File: src/rtl/hkmp_store.sv
// ----------------------------------------------------------------------------
// hkmp_store
// single port synchronous memory with a registered read
// ----------------------------------------------------------------------------
`default_nettype none
module hkmp_store #(
   parameter int DEPTH = 16,
   parameter int AW    = 4
) (
   input  wire logic          clock,
   input  wire logic          wr_en,
   input  wire logic [AW-1:0] addr,
   input  wire logic [31:0]   wr_data,
   output logic      [31:0]   rd_data
);
   logic [31:0] mem [DEPTH];

   always_ff @(posedge clock) begin
      if (wr_en)
         mem[addr] <= wr_data;
      rd_data <= mem[addr];
   end
endmodule
`default_nettype wire

File: config.mk
export PLATFORM = sky130hd
export DESIGN_NAME = hkmp_store
export DESIGN_NICKNAME = d
export VERILOG_FILES = /design/src/rtl/hkmp_store.sv
export SDC_FILE = /design/constraint.sdc
export NUM_CORES = 1
export LEC_CHECK = 0
export ABC_CLOCK_PERIOD_IN_PS = 12700
export BUFFER_PORTS_ARGS = -buffer_cell sky130_fd_sc_hd__buf_4
export CORE_MARGIN = 2
export CORE_UTILIZATION = 40
export DETAILED_ROUTE_END_ITERATION = 8
export GPL_ROUTABILITY_DRIVEN = 0
export PLACE_DENSITY = 0.66
export RECOVER_POWER = 100
export SETUP_SLACK_MARGIN = 0.05
export SYNTH_ARGS = -nofsm -noshare
export SYNTH_HDL_FRONTEND = slang
export SYNTH_SLANG_ARGS = --single-unit
File: constraint.sdc
create_clock -name clock -period 12.7 [get_ports clock]
set_input_delay 2.54 -clock clock [delete_from_list [all_inputs] [get_ports clock]]
set_output_delay 2.54 -clock clock [all_outputs]
set_load 0.005 [all_outputs]
* Yosys cells after proc, flatten, opt, wreduce, memory -nomap -nowiden
Memories as Yosys holds them, arrays and structs flattened. A register that Yosys moved wholly into a read port is not among the register bits.
Index checks and enable logic that the tools add are counted.
** Storage, ports and cells
- Latch bits :: 0
- Memories kept :: 1
- Bits of input ports :: 38
- Output and inout bits :: 32
- Bits in writable memories :: 512
- Memory bits (read-only) :: 0
- Flip-flop bits (word level) :: 0
** Memory list
- mem :: words 16, bits a word 32, rd ports 1, clocked after Yosys merged registers in 1, write ports 1, line 16 : logic [31:0] mem [DEPTH];
** Cells by class
- Multiplexer cells :: 2
- Add/subtract/negate cells :: 0
- Bitwise operators :: 0
- Eq/ne operators :: 0
- Reductions and logical operators :: 0
- Shift operators :: 0
- Multiply operators :: 0
- Divide/modulo/power cells :: 0
- Order comparisons :: 0
** Operators with widths (count)
- 2-to-1 mux 1 bit :: 2

* Longest topological paths before layout
Gate-level depths: netlist (run 1).
- Depth after elaboration :: 2
- Depth in mapped cells :: 6
- Gate-level depth less buffers :: 3

* Worst setup path before layout (run 1)
OpenSTA, ideal clock, no wires.
- Kind :: in2reg
- Start point :: input addr[1]
- End point :: memory mem[0][0] (enable)
- Required time :: 12.239 ns
- Stages on the path :: 4
- Data arrival time :: 5.321 ns
- Slack :: 6.918 ns
- Cell sequence :: buf_2 -> buf_4 -> clkbuf_1 -> nor3_1
** RTL lines
- start, declared :: line 12 : input wire logic [AW-1:0] addr,
- end, declared :: line 16
Straight into the memory's write port.

==> flow_summary_export.csv, run 1 <==
group,metric,value,unit
yosys,yosys_register_bits,544,
pwr,switching_share,0.196,
critical_path,r2r_start,"mem[10][29]$_DFFE_PP_",
global_route,met1_usage,0.231,
final_layout,drive_gt1_frac,0.248,
pwr,design_power_total,0.00375,W
routing,drtIter0Drc,926,
cts,holdBufCountCts,0,
final_layout,final_cell_mix,"512 x edfxtp_1, 128 x mux4_2, 75 x clkbuf_1",
pwr,powerDensity,165,mW/mm²
cts,post_cts_resized,0,
global_route,grt_max_degree,65,
placed_design,dp_slack,7320,ps
yosys,yosysSeqAreaShare,0.806,
critical_path,worst_ep_required_time,13130,ps
critical_path,path_class,"in -> reg",
timing,fin_hold_ws,667,ps
critical_path,crit_arrival,8310,ps
global_route,first_global_vias,9224,
cts,clockRootBuffer,"clkbuf_16",
die,design.die.area,0.0515,mm²
pwr,combPwrFrac,0.045,
final_layout,nets,981,
critical_path,worstSetupEndpointType,"flop",
global_route,grtUsageMet2,0.261,
critical_path,crit_fanout,60,
global_route,track_usage,0.161,
routing,antenna_left,0,
pwr,p_clk_frac,0.416,
global_route,grt_pass1_wl,60.1,mm
routing,via_per_inst,5.37,
pwr,p_int,0.00301,W
die,io_pins,70,
yosys,synth_area,0.0199,mm²
die,fp.dieW,227,µm
critical_path,cp-startpoint,"addr[1]",
timing,timing.final.crit_share,0.620,
pwr,pwr-share-seq,0.539,
yosys,postSynthAreaPerCell,23.6,µm²
die,initial_utilization,0.406,
job,max_cap_violations,23,
yosys,synth-adder-area-share,0,
timing,min_period,7880,ps
timing,rsz0062_at_grt,"false",
yosys,synth_top_area_frac,0.774,
cts,path_clk_slew,60,ps
cts,clkLatencyLatePin,560,ps
timing,worst_pin_slew,3860,ps
run_status,status,"complete, but fails checks",
cts,cts.sinks,544,
yosys,syn_inst,840,
timing,setup_slack,4820,ps
run_status,violations,"max-capacitance violations, max-slew violations",
min_path,min_from,"mem[14][6]$_DFFE_PP_",
timing,finClkSkew,11.5,ps
cts,numCtsBuffers,52,
yosys,synth_top_family_by_area,"multiplexers",
final_layout,antenna_cells,0,
routing,first_pass_iters,6,
cts,htree_levels,2,
yosys,yosys.area_share.simple,0.0127,
placed_design,port_buffers,69,
timing,max_slew_margin,-1.57,
global_route,grt_overflow,0,
cts,cts_tree,"yes",
cts,post_cts_buffers,0,
timing,timing.final.hold_violations,0,
yosys,synth_compound_gate_area_share,0.0242,
min_path,min_path_type,"reg -> reg",
placed_design,post-dp-hpwl,21.1,mm
die,rows,81,
pwr,leakage,7.10,nW
die,fp.coreArea,0.0490,mm²
pwr,p_sw,0.000737,W
routing,wl,40.3,mm
yosys,yosysUniqueCellTypes,17,
yosys,syn-num-nets,878,
yosys,synth_mux_area_frac,0.145,
yosys,yosys_warnings,0,
final_layout,synthToLayoutAreaGrowth,14.4,%
pwr,ir_drop,129,µV
final_layout,layout_commonest_cell,"edfxtp_1",
timing,tns,0,ps
yosys,synthXorXnorAreaFrac,0,
global_route,grt_use_met3,0.0268,
cts,cts.path.max_buffers,3,
timing,fmax,0.127,GHz
timing,setup_viol,0,
timing,final_max_slew_viol_count,515,
routing,wl_per_cell,24.4,µm
global_route,antenna_found_initial,2,
yosys,yosys-top-cells-area,"edfxtp_1 77%, mux4_2 15%, dfxtp_1 3.2%",
global_route,grt-busiest-layer,"met2",
die,fp.dieH,227,µm
routing,vias,8849,
final_layout,nFillCells,3994,
critical_path,cp-start-kind,"input port",
yosys,synth.largest_area_cell,"edfxtp_1",
routing,drc,0,
-- stage by stage --
step | utilization | area (µm²) | std cells
finish | 0.464 | 22700 | 1649
global route | 0.464 | 22700 | 1649
CTS | 0.471 | 23100 | 1649
detailed placement | 0.435 | 21300 | 1553
global placement | 0.435 | 21300 | 1553
floorplan | - | 19900 | 840
-- logic make-up after synthesis --
kind of cell / Yosys count
AOI/OAI and AO/OA: 64
buffers and inverters: 45
DFF: 544
muxes: 128
and+or+nand+nor: 59
-- layer usage --
layer	up-vias	part of all wire
li1	3780	-
met1	4757	0.44
met2	257	0.49
met3	51	0.057
met4	4	0.015
met5	-	0.00072
-- power groups by stage --
stage	combinational, W	sequential, W	clock, W
5_1_grt	0.000185	0.00202	0.00166
4_1_cts	0.000182	0.00202	0.00159
3_5_place_dp	0.000181	0.00206	0
2_1_floorplan	0.0000968	0.00206	0
3_3_place_gp	0.000178	0.00206	0
6_report	0.000169	0.00202	0.00156
-- state kept, by name (all words and copies together), names as in the netlist --
signal   count
mem        512
rd_data     32
-- final cells by class --
type	instances	area (µm²)	area share
flip-flops and latches	544	16000	0.705
multi-input cells	251	3650	0.161
clock buffers	73	1480	0.0652
well taps	664	831	0.0366
clock inverters	23	265	0.0117
repair buffers	94	475	0.0209
-- final timing paths --
kind / end / cells after the start / slack (ps)
worst max-delay path: rd_data[9]$_DFF_P_ / 6 / 4820
worst max register to register: rd_data[29]$_DFF_P_ / 3 / 11290
worst min-delay path: rd_data[6]$_DFF_P_ / 3 / 670
worst min register to register: rd_data[6]$_DFF_P_ / 3 / 670
-- synth_stat cells --
library cell	instances
nor2b_1	2
edfxtp_1	512
nor3_1	4
nand3_1	1
nand3b_1	2
clkbuf_1	27
nor2_1	13
or3b_2	1
mux4_2	128
nand2b_1	2
buf_2	11
a22oi_1	64
buf_4	1
and2_1	1
buf_6	6
nand2_1	33
dfxtp_1	32
-- worst max-delay path, stage by stage --
cell and delay [ps]:
clkbuf_1 1260, clkbuf_1 2820, buf_4 920, mux4_2 410, a22oi_1 220, nand2_1 90
Note: power is estimated with default switching activity, not from simulation.
==> inputs of run 2 (changes only) <==
Settings changed: ABC_CLOCK_PERIOD_IN_PS 12700 to 7300.
Clock period 12.7 ns to 7.3 ns, I/O delays scaled along.
==> flow_summary_export.csv, run 2 (synthesis results as in run 1) <==
group,metric,value,unit
run_status,status,"complete, but fails checks",
run_status,violations,"max-capacitance violations, max-slew violations",
cts,clockRootBuffer,"clkbuf_16",
timing,fmax,0.197,GHz
global_route,antenna_found_initial,4,
cts,cts.path.max_buffers,3,
global_route,grt_overflow,0,
final_layout,utilization,0.460,
critical_path,worst_ep_required_time,7470,ps
critical_path,crit_fanout,61,
global_route,track_usage,0.165,
routing,drtIter0Drc,807,
final_layout,nFillCells,4042,
critical_path,rr_worst_depth,3,
cts,path_clk_slew,60,ps
timing,max_slew_margin,-1.40,
routing,wl,41.0,mm
die,fp.dieW,227,µm
critical_path,cp-startpoint,"addr[0]",
die,design.die.area,0.0515,mm²
cts,cts.sinks,544,
final_layout,final_cell_mix,"512 x edfxtp_1, 128 x mux4_2, 75 x clkbuf_1",
final_layout,nets,975,
die,initial_utilization,0.406,
global_route,grt_max_degree,76,
global_route,grt_pass1_wl,61.4,mm
pwr,ir_drop,189,µV
cts,post_cts_resized,0,
routing,vias,8815,
placed_design,port_buffers,69,
pwr,powerDensity,280,mW/mm²
die,fp.dieH,227,µm
cts,numCtsBuffers,52,
pwr,leakage,7.00,nW
timing,tns,0,ps
die,fp.coreArea,0.0490,mm²
critical_path,cp-start-kind,"input port",
cts,holdBufCountCts,0,
critical_path,path_class,"in -> reg",
min_path,min_path_type,"reg -> reg",
timing,timing.final.hold_violations,0,
timing,final_max_slew_viol_count,516,
critical_path,crit_end,"mem[11][7]$_DFFE_PP_",
timing,setup_viol,0,
cts,clkLatencyLatePin,580,ps
pwr,design_power_total,0.00632,W
routing,drc,0,
final_layout,layout_commonest_cell,"edfxtp_1",
cts,post_cts_buffers,0,
routing,via_per_inst,5.37,
final_layout,largest_register_ffs,512,
cts,htree_levels,2,
final_layout,synthToLayoutAreaGrowth,13.5,%
critical_path,reg2reg_to,"rd_data[28]$_DFF_P_",
final_layout,top_regs,"mem x512, rd_data x32",
final_layout,largest_register,"mem",
critical_path,r2r_slack,5960,ps
timing,rsz0062_at_grt,"false",
job,max_cap_violations,21,
placed_design,post-dp-hpwl,20.9,mm
die,rows,81,
routing,antenna_left,0,
critical_path,crit_arrival,5240,ps
routing,wl_per_cell,25.0,µm
cts,cts_tree,"yes",
timing,finClkSkew,15.9,ps
critical_path,worstSetupEndpointType,"flop",
routing,first_pass_iters,5,
min_path,min_path_cells,3,
final_layout,drive_gt1_frac,0.231,
global_route,first_global_vias,9418,
timing,min_period,5080,ps
timing,worst_pin_slew,3580,ps
critical_path,r2r_start,"mem[3][28]$_DFFE_PP_",
die,io_pins,70,
timing,timing.final.crit_share,0.695,
==> run 2: worst min-delay path by stage <==
stage	slack (ps)	end	startpoint
2_1_floorplan	630	rd_data[0]$_DFF_P_	mem[14][0]$_DFFE_PP_
3_3_place_gp	660	rd_data[19]$_DFF_P_	mem[6][19]$_DFFE_PP_
3_5_place_dp	660	rd_data[16]$_DFF_P_	mem[7][16]$_DFFE_PP_
4_1_cts	670	rd_data[19]$_DFF_P_	mem[5][19]$_DFFE_PP_
5_1_grt	690	rd_data[19]$_DFF_P_	mem[5][19]$_DFFE_PP_
6_report	670	rd_data[0]$_DFF_P_	mem[12][0]$_DFFE_PP_
==> run 2: per-layer routing <==
metal	wire length, µm	up-vias	GRT usage
met5	39	-	0
met4	794	6	0.0414
met3	2220	62	0.0341
met2	20400	253	0.269
met1	17500	4720	0.227
li1	-	3774	-
==> run 2: cell type report <==
type,count,area [µm²],share of cell area
tap,664,831,0.0369
sequential,544,16000,0.711
clock buffer,72,1430,0.0633
antenna,1,2.50,0.000111
clock inverter,22,149,0.00661
timing repair buffer,88,458,0.0203
multi-input combinational,251,3650,0.162
==> run 2: through the flow <==
step	setup WS, ps	area [µm²]	instances	hold WS (ps)
3_5_place_dp	2950	21300	1547	663
5_1_grt	1880	22500	1641	690
4_1_cts	3550	22900	1641	671
2_1_floorplan	2600	19900	840	635
6_report	2220	22500	1642	668
3_3_place_gp	2990	21300	1547	655
==> run 2: critical path, stage by stage <==
cell	delay (ps)
clkbuf_8	530
nand2_1	260
nor2_1	1670
clkbuf_1	1200
==> run 2: power breakdown <==
| group | switching (W) | leakage, nW | total, W | internal, W |
|---|---|---|---|---|
| Sequential | 0.0000239 | 4.89 | 0.00352 | 0.00350 |
| Clock | 0.00108 | 0.766 | 0.00251 | 0.00143 |
| Combinational | 0.000169 | 1.33 | 0.000290 | 0.000121 |
